**config.mk**
```make
export PLATFORM = sky130hd
export DESIGN_NAME = websocket_frame_deframer_unit
export DESIGN_NICKNAME = d
export VERILOG_FILES = /design/src/hdl/wsfd_pkg.sv /design/src/hdl/wsfd_parser.sv /design/src/hdl/websocket_frame_deframer_unit.sv
export SDC_FILE = /design/constraint.sdc
export NUM_CORES = 1
export LEC_CHECK = 0
export BUFFER_PORTS_ARGS = -buffer_cell sky130_fd_sc_hd__clkbuf_2
export CORE_UTILIZATION = 50
export DETAILED_ROUTE_END_ITERATION = 7
export GPL_TIMING_DRIVEN = 0
export HOLD_SLACK_MARGIN = 0.05
export PLACE_DENSITY = 0.64
export SYNTH_ARGS = -nofsm -noshare
export SYNTH_HDL_FRONTEND = slang
export SYNTH_HIERARCHICAL = 1
export SYNTH_SLANG_ARGS = --single-unit
```
**constraint.sdc**
```tcl
create_clock -name clk -period 4.26 [get_ports clk]
set_input_delay 0.426 -clock clk [delete_from_list [all_inputs] [get_ports clk]]
set_output_delay 0.426 -clock clk [all_outputs]
set_load 0.02 [all_outputs]
```
**src/hdl/wsfd_pkg.sv**
```systemverilog
// ----------------------------------------------------------------------------
// wsfd_pkg
// Shared types and codes for the websocket frame deframer: parse phases,
// result kinds and the result bundle passed from the parser to the top level.
// ----------------------------------------------------------------------------
`default_nettype none

package wsfd_pkg;

    // header and payload phases, one-hot
    typedef enum logic [5:0] {
        PH_OPCODE = 6'b000001,
        PH_LEN    = 6'b000010,
        PH_EXT_HI = 6'b000100,
        PH_EXT_LO = 6'b001000,
        PH_KEY    = 6'b010000,
        PH_DATA   = 6'b100000
    } phase_t;

    // result kinds
    localparam logic [1:0] KIND_DATA  = 2'd0;
    localparam logic [1:0] KIND_EMPTY = 2'd1;
    localparam logic [1:0] KIND_ERROR = 2'd2;

    // length codes in the second header byte
    localparam logic [6:0] LEN_EXT16 = 7'd126;
    localparam logic [6:0] LEN_EXT64 = 7'd127;

    // one parser result
    typedef struct packed {
        logic       vld;
        logic [1:0] kind;
        logic [7:0] data;
        logic [6:0] opcode;
        logic       last;
    } result_t;

endpackage

`default_nettype wire

```
**src/hdl/wsfd_parser.sv**
```systemverilog
// ----------------------------------------------------------------------------
// wsfd_parser
// Frame parse state and the per-byte step: header decode, extended length,
// mask key capture and payload unmasking. One byte is consumed per enabled
// cycle and at most one result is produced for it.
// ----------------------------------------------------------------------------
`default_nettype none

module wsfd_parser
    import wsfd_pkg::*;
(
    input  wire logic       clk,
    input  wire logic       rst_n,
    input  wire logic       step_en,
    input  wire logic [7:0] step_byte,
    output result_t         res
);

    phase_t      phase_reg,          phase_next;
    logic [6:0]  held_opcode_reg,    held_opcode_next;
    logic        masked_reg,         masked_next;
    logic [15:0] payload_length_reg, payload_length_next;
    logic [15:0] byte_count_reg,     byte_count_next;
    logic [7:0]  mask_key_reg [4];
    logic [7:0]  mask_key_next [4];
    logic [1:0]  key_index_reg,      key_index_next;

    logic        len_done;
    logic        hdr_done;
    logic [15:0] len_val;
    logic [15:0] count_inc;
    logic [7:0]  unmasked;

    assign count_inc = byte_count_reg + 16'd1;
    assign unmasked  = masked_reg ? (step_byte ^ mask_key_reg[key_index_reg]) : step_byte;

    // per-byte step
    always_comb
    begin
        phase_next          = phase_reg;
        held_opcode_next    = held_opcode_reg;
        masked_next         = masked_reg;
        payload_length_next = payload_length_reg;
        byte_count_next     = byte_count_reg;
        mask_key_next       = mask_key_reg;
        key_index_next      = key_index_reg;
        len_done            = 1'b0;
        hdr_done            = 1'b0;
        len_val             = payload_length_reg;
        res                 = '0;
        res.opcode          = held_opcode_reg;

        case (phase_reg)
            PH_LEN:
            begin
                masked_next = step_byte[7];
                if (step_byte[6:0] == LEN_EXT64)
                begin
                    phase_next = PH_OPCODE;
                    res.vld    = 1'b1;
                    res.kind   = KIND_ERROR;
                    res.last   = 1'b1;
                end
                else if (step_byte[6:0] == LEN_EXT16)
                begin
                    phase_next = PH_EXT_HI;
                end
                else
                begin
                    len_val             = {9'd0, step_byte[6:0]};
                    payload_length_next = len_val;
                    len_done            = 1'b1;
                end
            end
            PH_EXT_HI:
            begin
                payload_length_next = {step_byte, 8'd0};
                phase_next          = PH_EXT_LO;
            end
            PH_EXT_LO:
            begin
                len_val             = payload_length_reg | {8'd0, step_byte};
                payload_length_next = len_val;
                len_done            = 1'b1;
            end
            PH_KEY:
            begin
                mask_key_next[key_index_reg] = step_byte;
                key_index_next               = key_index_reg + 2'd1;
                hdr_done                     = (key_index_reg == 2'd3);
            end
            PH_DATA:
            begin
                key_index_next  = key_index_reg + 2'd1;
                byte_count_next = count_inc;
                res.vld         = 1'b1;
                res.kind        = KIND_DATA;
                res.data        = unmasked;
                if (count_inc == payload_length_reg)
                begin
                    phase_next = PH_OPCODE;
                    res.last   = 1'b1;
                end
            end
            default:
            begin
                held_opcode_next = step_byte[6:0];
                phase_next       = PH_LEN;
            end
        endcase

        // length known: go collect the key, or finish the header
        if (len_done)
        begin
            if (masked_next)
            begin
                key_index_next = 2'd0;
                phase_next     = PH_KEY;
            end
            else
            begin
                hdr_done = 1'b1;
            end
        end

        // header complete: payload follows, or the frame is empty
        if (hdr_done)
        begin
            byte_count_next = 16'd0;
            key_index_next  = 2'd0;
            if (len_val == 16'd0)
            begin
                phase_next = PH_OPCODE;
                res.vld    = 1'b1;
                res.kind   = KIND_EMPTY;
                res.last   = 1'b1;
            end
            else
            begin
                phase_next = PH_DATA;
            end
        end
    end

    // parse state
    always_ff @(posedge clk or negedge rst_n)
    begin
        if (!rst_n)
        begin
            phase_reg          <= PH_OPCODE;
            held_opcode_reg    <= '0;
            masked_reg         <= 1'b0;
            payload_length_reg <= '0;
            byte_count_reg     <= '0;
            mask_key_reg       <= '{default: '0};
            key_index_reg      <= '0;
        end
        else if (step_en)
        begin
            phase_reg          <= phase_next;
            held_opcode_reg    <= held_opcode_next;
            masked_reg         <= masked_next;
            payload_length_reg <= payload_length_next;
            byte_count_reg     <= byte_count_next;
            mask_key_reg       <= mask_key_next;
            key_index_reg      <= key_index_next;
        end
    end

    // a payload phase always has bytes left to deliver
    a_data_bytes_left: assert property (@(posedge clk) disable iff (!rst_n)
        phase_reg == PH_DATA |-> byte_count_reg < payload_length_reg)
        else $error("payload phase with no bytes left");

    // every payload byte yields a result
    a_data_emits: assert property (@(posedge clk) disable iff (!rst_n)
        phase_reg == PH_DATA |-> res.vld && res.kind == KIND_DATA)
        else $error("payload byte without a result");

    // errors and empty frames always close the frame
    a_close_last: assert property (@(posedge clk) disable iff (!rst_n)
        res.vld && (res.kind == KIND_ERROR || res.kind == KIND_EMPTY) |-> res.last)
        else $error("frame close without last");

    // a last result sends the parser back to the opcode byte
    a_last_returns: assert property (@(posedge clk) disable iff (!rst_n)
        step_en && res.vld && res.last |=> phase_reg == PH_OPCODE)
        else $error("last result did not end the frame");

endmodule

`default_nettype wire

```
**src/hdl/websocket_frame_deframer_unit.sv**
```systemverilog
// ----------------------------------------------------------------------------
// websocket_frame_deframer_unit
// Receive-side websocket frame parser with 16-bit lengths: strips headers,
// unmasks payload bytes and reports empty frames and 64-bit length errors.
// ----------------------------------------------------------------------------
//  channel  | handshake           | payload
//  ---------+---------------------+-------------------------------------------
//  input    | in_valid / in_stall | rx_byte
//  output   | out_valid/out_stall | kind, payload_byte, frame_opcode, last
//
//  one byte per cycle sustained while out_stall is low; a byte is registered
//  on entry and parsed into the output register; header and key bytes
//  produce no output beat, except an empty-frame or 64-bit length error beat
//  asynchronous active-low reset returns the parser to the first header byte
//  out_stall holds the output register, which holds the entry register,
//  which raises in_stall
// ----------------------------------------------------------------------------
`default_nettype none

module websocket_frame_deframer_unit
    import wsfd_pkg::*;
(
    input  wire logic       clk,
    input  wire logic       rst_n,
    input  wire logic       in_valid,
    output logic            in_stall,
    input  wire logic [7:0] rx_byte,
    output logic            out_valid,
    input  wire logic       out_stall,
    output logic [1:0]      kind,
    output logic [7:0]      payload_byte,
    output logic [6:0]      frame_opcode,
    output logic            last
);

    logic       s1_valid_reg;
    logic [7:0] s1_byte_reg;
    logic       out_valid_reg;
    logic [1:0] kind_reg;
    logic [7:0] payload_byte_reg;
    logic [6:0] frame_opcode_reg;
    logic       last_reg;

    logic    out_free;
    logic    step_en;
    logic    in_accept;
    result_t res;

    // pipeline handshake
    assign out_free  = !out_valid_reg || !out_stall;
    assign step_en   = s1_valid_reg && out_free;
    assign in_stall  = s1_valid_reg && !out_free;
    assign in_accept = in_valid && !in_stall;

    // entry register
    always_ff @(posedge clk or negedge rst_n)
    begin
        if (!rst_n)
        begin
            s1_valid_reg <= 1'b0;
        end
        else if (!in_stall)
        begin
            s1_valid_reg <= in_valid;
        end
    end

    always_ff @(posedge clk)
    begin
        if (in_accept)
        begin
            s1_byte_reg <= rx_byte;
        end
    end

    wsfd_parser u_parser (
        .clk       (clk),
        .rst_n     (rst_n),
        .step_en   (step_en),
        .step_byte (s1_byte_reg),
        .res       (res)
    );

    // output register
    always_ff @(posedge clk or negedge rst_n)
    begin
        if (!rst_n)
        begin
            out_valid_reg <= 1'b0;
        end
        else if (out_free)
        begin
            out_valid_reg <= step_en && res.vld;
        end
    end

    always_ff @(posedge clk)
    begin
        if (step_en && res.vld)
        begin
            kind_reg         <= res.kind;
            payload_byte_reg <= res.data;
            frame_opcode_reg <= res.opcode;
            last_reg         <= res.last;
        end
    end

    assign out_valid    = out_valid_reg;
    assign kind         = kind_reg;
    assign payload_byte = payload_byte_reg;
    assign frame_opcode = frame_opcode_reg;
    assign last         = last_reg;

endmodule

`default_nettype wire
```
## Word-level counts from Yosys, hierarchy flattened

Index checks and enable logic that the tools add are counted.

| word-level totals | value |
|---|---|
| register bits | 108 |
| latch bits | 0 |
| memories kept | 0 |
| input port bits | 12 |
| bits in writable memories | 0 |
| ROM bits | 0 |

| operators by class | value |
|---|---|
| order comparisons | 2 |
| div/mod/pow operators | 0 |
| shift operators | 0 |
| multiply operators | 0 |
| add/sub/neg operators | 2 |
| mux-type cells | 41 |
| reduce and logical (&&, ||, !) cells | 20 |
| equality and inequality tests | 9 |
| bitwise operators | 4 |

Operators with widths:

| kind | number |
|---|---|
| $mux 16 | 4 |
| $pmux 16 s3 | 1 |
| $mux 6 | 7 |
| $bwmux 32 | 1 |
| $mux 8 | 4 |
| $pmux 16 s2 | 1 |
| $pmux 6 s4 | 1 |
| $add 16x1->16 const B | 1 |
| $bmux 8 s2 | 1 |
| $demux 8 s2 | 1 |
| $eq 16x16->1 | 1 |
| $logic_not 16->1 | 1 |
| $or 16x8->16 | 1 |
| $eq 7x7->1 const B | 2 |
| $mux 1 | 10 |
| $mux 3 | 3 |
| $mux 2 | 4 |
| $reduce_and 2->1 | 4 |
| $xor 8x8->8 | 1 |
| $eq 6x2->1 const B | 1 |
| $eq 6x3->1 const B | 1 |
| $eq 6x4->1 const B | 1 |
| $eq 6x5->1 const B | 1 |
| $eq 6x6->1 const B | 1 |
| 15 further kinds | 24 |

## Logic depth before layout (Yosys ltp)

Gate-level depths: netlist (run 1).

| logic depth | value |
|---|---|
| depth after elaboration | 8 |
| depth in mapped cells | 10 |

## Cells and area by module

Netlist (run 1), hierarchy kept.

Modules (own cells, without submodules):

| module | sequential area each (sq um) | area each (sq um) | cells an instance | instances |
|---|---|---|---|---|
| wsfd_parser | 2,003.2 | 4,630.7 | 454 | 1 |
| websocket_frame_deframer_unit | 830.8 | 879.6 | 37 | 1 |

## Worst setup path before layout (run 1)

Ideal clock, no wire load.

| path | value |
|---|---|
| path kind | flip-flop to flip-flop |
| from | register u_parser.phase_reg[3] |
| to | register frame_opcode_reg[0] (netlist: frame_opcode[0]) (enable) |
| setup slack | 1.218 ns |
| cell stages (with the launch flop) | 10 |
| arrival time | 2.643 ns |
| clock period less this slack | 3.042 ns |
| path buffers | 0 |
| cells stage by stage | dfrtp_1 -> or3_1 -> or2_4 -> o21ai_4 -> a22oi_1 -> nor2_1 -> nor2_1 -> nand2_1 -> nand2_1 -> a21oi_1 |

RTL lines:

| what | RTL line | RTL |
|---|---|---|
| start: declaration | wsfd_parser.sv:19 | `phase_t phase_reg, phase_next;` |
| start signal: assignment | wsfd_parser.sv:160 | `phase_reg <= phase_next;` |
| end signal: assignment | websocket_frame_deframer_unit.sv:103 | `frame_opcode_reg <= res.opcode;` |
| end: declaration | websocket_frame_deframer_unit.sv:41 | `logic [6:0] frame_opcode_reg;` |

==> impl_metrics.json, run 1 <==
{
  "combPwrFrac_pct": 32.0,
  "min_period_over_period_pct": 65.19,
  "fill_cells": 875,
  "diodes": 0,
  "overflow": 0,
  "drt-total-wl_um": 12620,
  "switching_share_pct": 34.58,
  "cts_buffer_depth": 2,
  "critPathMaxFanout": 18,
  "postSynth.asyncResetShare_pct": 75.93,
  "finalNetCount": 552,
  "finClkSkew_ns": 0.01404,
  "core_um2": 10510,
  "grt_pass1_vias": 3945,
  "area_growth_pct": 10.31,
  "drc": 0,
  "p_clk_share_pct": 20.6,
  "syn_nets": 508,
  "yosys_warnings": 6,
  "cts_tree": "done",
  "final-hold-violation-count": 0,
  "cap_violations": 0,
  "finalSetupTns_ns": 0,
  "final_core_util_pct": 57.84,
  "synth_ff_type": "dfrtp_1",
  "synthAdderAreaFrac_pct": 1.135,
  "dr.pass1.iters": 5,
  "ctsResizeCount": 0,
  "yosys_register_bits": 108,
  "wl_per_cell_um": 18.67,
  "row_count": 37,
  "synth-simple-area-share_pct": 14.83,
  "synth_top_family_by_area": "simple AND/OR/NAND/NOR gates",
  "fp.dieArea_um2": 11440,
  "dpl.hpwl_um": 8782,
  "finalSetupViolCount": 0,
  "end_kind": "flop",
  "timing.rr.start": "u_parser/phase_reg[4]",
  "largest_reg_flops": 32,
  "cts_setup_buffers": 0,
  "dp_slack_ns": 1.520,
  "cts_hold_buf": 0,
  "drtAntennaViolNets": 0,
  "numPortBuffers": 31,
  "antenna_found_initial": 0,
  "path_cells": "nor3_1 -> and3_1 -> clkbuf_1 -> a211oi_1 -> a31oi_1 -> nor2_1 -> nor2_1 -> nand2_1 -> nand2_1 -> a21oi_2 -> buf_8",
  "worst_slack_ns": 1.483,
  "avgSynthCellArea_um2": 11.22,
  "initialDrtViolationCount": 265,
  "startpoint_type": "flop",
  "grt_usage_pct": 24.07,
  "synth.distinct_cells": 64,
  "worst_pin_slew_ns": 0.8935,
  "final_cell_area_um2": 6078,
  "clock_latency_ns": 0.39,
  "num_vias": 4060,
  "drive_gt1_share_pct": 22.78,
  "slew_viol_final": 0,
  "critPathKind": "reg -> reg",
  "relSlewSlack_pct": 40.22,
  "critPathRequiredTime_ns": 4.41,
  "ios": 32,
  "worstSetupStartpoint": "u_parser/phase_reg[4]",
  "hold_class": "in -> async",
  "yosysSeqAreaShare_pct": 51.43,
  "r2r_cells": 11,
  "vias_per_cell": 6.006,
  "cts-root-buf": "clkbuf_8",
  "placed_area_um2": 5877,
  "seqPwrFrac_pct": 47.4,
  "die_w_um": 107.0,
  "ir_drop_uv": 275.8,
  "grt_max_degree": 43,
  "cts_buffers": 9,
  "syn-instance-count": 491,
  "cp.arrival_ns": 2.92,
  "initial_core_util_pct": 52.43,
  "fin_crit_ns": 2.777,
  "critPathSlowestCell": "nor3_1",
  "cts.sinks": 108,
  "place_congestion": 0.9185,
  "register_area_um2": 2834,
  "synthMuxAreaShare_pct": 12.01,
  "syn_area_um2": 5510,
  "chipHeight_um": 107.0,
  "path_clk_slew_ns": 0.11,
  "power_switching_mw": 1.081,
  "p_per_area_nw_per_um2": 514.1,
  "status": "completed",
  "p_leak_nw": 2.617,
  "rsz0062_at_grt": "no",
  "max_freq_ghz": 0.3601,
  "p_int_mw": 2.045,
  "multi_input_area_um2": 2519,
  "grt_pass1_wl_um": 20660,
  "cp_slowest_stage_delay_ns": 0.46,
  "cts_htree_levels": 3,
  "synth_xor_area_share_pct": 4.927,
  "synth_edf_count": 26,
  "synth_compound_area_share_pct": 12.74
}
[per-stage QoR]
| step | std cells | total power, mW | hold WS, ns |
|---|---|---|---|
| final | 676 | 3.125 | 0.05799 |
| after global routing | 676 | 3.307 | 0.09281 |
| after CTS | 676 | 3.135 | 0.07140 |
| after detailed placement | 660 | 2.495 | 0.4331 |
| after global placement | 658 | 2.449 | 0.4272 |
| after floorplan | 491 | 2.216 | 0.1304 |
[layer usage]
metal / track usage, % / vias to the layer above / wire, µm
li1: - / 1889 / -
met1: 37.12 / 2025 / 6470
met2: 34.38 / 129 / 5253
met3: 3.587 / 17 / 689
met4: 8.611 / 0 / 206
met5: 0 / - / 0
[cell usage after synthesis (2+ instances only)]
master / n / share of area [%]
dfrtp_1: 81 / 37
mux2_2: 41 / 8.4
nand2_1: 38 / 2.6
nor2_1: 36 / 2.5
o21ai_0: 29 / 2.6
edfxtp_1: 26 / 14
clkbuf_1: 19 / 1.3
xor2_1: 17 / 2.7
a21oi_1: 16 / 1.5
nand3_1: 14 / 1.3
xnor2_1: 14 / 2.2
a22o_1: 10 / 1.6
inv_1: 10 / 0.68
o21ai_1: 10 / 0.91
a31oi_1: 9 / 1.0
and3_1: 8 / 0.91
mux4_2: 8 / 3.3
nor3_1: 8 / 0.73
and2_1: 7 / 0.79
buf_2: 6 / 0.54
o31ai_1: 6 / 0.82
ha_1: 5 / 1.1
nand2b_1: 5 / 0.57
nand4_1: 5 / 0.57
nor4_1: 4 / 0.45
o211ai_1: 4 / 0.54
or3_1: 4 / 0.45
a211oi_1: 3 / 0.41
nor4_2: 3 / 0.68
nor4b_1: 3 / 0.48
o22ai_1: 3 / 0.34
mux2i_1: 2 / 0.36
nand4b_1: 2 / 0.32
nor2b_1: 2 / 0.23
o21ai_2: 2 / 0.32
o41ai_1: 2 / 0.32
or2_2: 2 / 0.23
[final timing paths]
path,end,slack [ns]
min in group clk,s1_byte_reg[0],0.20
hold reg to reg,frame_opcode[1],0.46
hold / removal,u_parser/mask_key_reg[8],0.06
setup reg to reg,payload_byte[6],1.48
setup / recovery,payload_byte[6],1.48
max in group asynchronous,u_parser/phase_reg[0],3.51
[layout by cell type, fill, tap and decap left out, types with 3 or more instances in the layout]
master	count
or3_1	4
o211ai_1	4
and2_1	7
mux2_2	41
nor2_1	36
dfrtp_1	81
inv_1	10
edfxtp_1	26
xor2_1	17
a31oi_1	9
a211oi_1	3
nor4b_1	3
a22o_1	10
nand3_1	14
ha_1	5
nor4_2	3
buf_2	6
and3_1	8
o21ai_1	10
nor4_1	4
o21ai_0	29
nand2b_1	5
a21oi_1	15
nor3_1	8
clkbuf_2	30
clkbuf_1	19
nand2_1	38
mux4_2	8
clkbuf_8	9
o22ai_1	3
xnor2_1	14
nand4_1	5
o31ai_1	6
[logic make-up after synthesis]
| group | Yosys count |
|---|---|
| adders and majority gates | 5 |
| xor gates and xnor gates | 31 |
| AOI/OAI and AO/OA | 107 |
| muxes | 51 |
| and+or+nand+nor | 151 |
| buffers and inverters | 38 |
| DFF | 108 |
[critical path: cells and delay by family, from the launching register on]
kind                   cells  cell delay, ns
and+or+nand+nor            6            1.15
AOI/OAI and AO/OA          3            0.51
DFF                        1            0.45
buffers and inverters      2            0.41
[power groups by stage]
stage	Combinational, mW	Clock, mW	Sequential (mW)
finish	1.00	0.643	1.48
global route	1.10	0.697	1.51
CTS	0.996	0.659	1.48
detailed placement	0.995	0	1.50
global placement	0.963	0	1.49
floorplan	0.733	0	1.48
[area by class of cell]
type	count	share of cell area [%]
clock buffer	9	2.038
tap	136	2.800
buffer	28	2.038
inverter	10	0.6175
clock inverter	7	1.276
timing repair buffer	33	3.170
sequential	108	46.62
multi-input combinational	345	41.44
No activity file was read; power rests on OpenSTA's default activity.
==> run 2, diff against run 1 <==
==> constraint.sdc (replaced) <==
create_clock -name clk -period 2.9 [get_ports clk]
set_input_delay 0.29 -clock clk [delete_from_list [all_inputs] [get_ports clk]]
set_output_delay 0.29 -clock clk [all_outputs]
set_load 0.02 [all_outputs]
==> impl_metrics.json, run 2 (synthesized netlist as in run 1, its figures left out) <==
{
  "final_cell_area_um2": 6102,
  "drtAntennaViolNets": 0,
  "core_um2": 10510,
  "cap_violations": 0,
  "slew_viol_final": 0,
  "num_vias": 4054,
  "grt_max_degree": 43,
  "antenna_found_initial": 0,
  "combPwrFrac_pct": 32.4,
  "finalSetupTns_ns": 0,
  "overflow": 0,
  "fin_total_pwr_mw": 4.544,
  "worst_pin_slew_ns": 0.7884,
  "wl_per_cell_um": 18.21,
  "vias_per_cell": 5.988,
  "p_int_mw": 2.979,
  "status": "completed",
  "dp_slack_ns": -0.3276,
  "path_clk_slew_ns": 0.10,
  "rsz0062_at_grt": "no",
  "critPathKind": "reg -> reg",
  "placed_area_um2": 5862,
  "row_count": 37,
  "min_period_over_period_pct": 94.47,
  "max_freq_ghz": 0.3650,
  "grt_pass1_vias": 3828,
  "area_growth_pct": 10.74,
  "seqPwrFrac_pct": 47.9,
  "drc": 0,
  "power_switching_mw": 1.565,
  "p_per_area_nw_per_um2": 744.7,
  "dr.pass1.iters": 6,
  "place_congestion": 0.9149,
  "critPathRequiredTime_ns": 2.98,
  "largest_reg_flops": 32,
  "clock_latency_ns": 0.37,
  "cts_tree": "done",
  "final_cells": 677,
  "cts_buffer_depth": 2,
  "grt_usage_pct": 23.28,
  "p_leak_nw": 2.620,
  "worst_slack_ns": 0.1603,
  "numPortBuffers": 31,
  "cp.arrival_ns": 2.82,
  "cts-root-buf": "clkbuf_8",
  "cts_htree_levels": 3,
  "ios": 32,
  "switching_share_pct": 34.44,
  "cts_buffers": 9,
  "drive_gt1_share_pct": 23.11,
  "final_common_cell": "dfrtp_1",
  "finalNetCount": 553,
  "drt-total-wl_um": 12330,
  "cts.sinks": 108,
  "chipHeight_um": 107.0,
  "finalSetupViolCount": 0,
  "relSlewSlack_pct": 47.24,
  "hold_class": "in -> reg",
  "initialDrtViolationCount": 323,
  "final_core_util_pct": 58.07,
  "fp.dieArea_um2": 11440,
  "fin_crit_ns": 2.740,
  "dpl.hpwl_um": 8667,
  "final_cell_mix": "81 x dfrtp_1, 41 x mux2_2, 38 x nand2_1, 36 x nor2_1, 30 x clkbuf_2",
  "final-hold-violation-count": 0,
  "die_w_um": 107.0,
  "end_kind": "flop",
  "dp_cells": 659,
  "critPathMaxFanout": 18,
  "finClkSkew_ns": 0.008515,
  "p_clk_share_pct": 19.7,
  "initial_core_util_pct": 52.43,
  "fill_cells": 884,
  "startpoint_type": "flop",
  "holdWs_ns": 0.09074,
  "ir_drop_uv": 333.6,
  "grt_pass1_wl_um": 20150,
  "diodes": 0
}
==> run 2: timing repair <==
item,CTS,global route
buffers inserted,1,0
hold buffers,1,0
gates resized for setup,1,3
endpoints found under the setup margin,18,18
hold endpoints to repair,40,0
==> run 2: cell type report <==
type,count,area (µm²),area share (%)
flip-flops and latches,108,2834,46.44
well taps,136,170.2,2.789
inverters,10,37.54,0.6151
clock buffers,11,152.6,2.502
plain buffers,28,123.9,2.030
clock inverters,5,38.79,0.6356
multi-input cells,345,2537,41.58
repair buffers,34,207.7,3.404
==> run 2: power groups by stage <==
stage	Combinational [mW]	Sequential (mW)	Clock [mW]
after floorplan	1.08	2.18	0
after global routing	1.61	2.23	0.975
after CTS	1.47	2.17	0.920
after detailed placement	1.44	2.21	0
final	1.47	2.18	0.894
after global placement	1.41	2.18	0
==> run 2: worst max-delay path, cell delays in order (launching register included) <==
cell and delay, ns:
dfrtp_1 0.47, or3b_1 0.47, or2_4 0.29, o21ai_4 0.23
a22oi_1 0.14, nor2_1 0.18, nor2_1 0.07, nand2_1 0.13
nand2_1 0.12, a21oi_4 0.15, buf_12 0.17
==> run 2: path summary, 6_finish.rpt <==
path | start | depth (start not counted) | slack [ns] | endpoint
worst min register to register | u_parser/held_opcode_reg[5] | 0 | 0.46 | frame_opcode[5]
worst min-delay path | rx_byte[1] | 1 | 0.09 | s1_byte_reg[1]
max in group asynchronous | rst_n | 3 | 1.79 | u_parser/mask_key_reg[14]
min in group asynchronous | rst_n | 2 | 0.47 | u_parser/held_opcode_reg[3]
worst max-delay path | u_parser/phase_reg[4] | 10 | 0.16 | kind[1]
worst max register to register | u_parser/phase_reg[4] | 10 | 0.16 | kind[1]
==> run 2: layer usage <==
| layer | wire length, µm | part of all wire [%] | GRT usage, % | vias to the layer above |
|---|---|---|---|---|
| met5 | 0 | 0 | 0 | - |
| met4 | 140 | 1.1 | 6.849 | 0 |
| met3 | 837 | 6.8 | 3.587 | 10 |
| met2 | 5346 | 43 | 32.72 | 148 |
| met1 | 6003 | 49 | 36.90 | 1997 |
| li1 | - | - | - | 1899 |
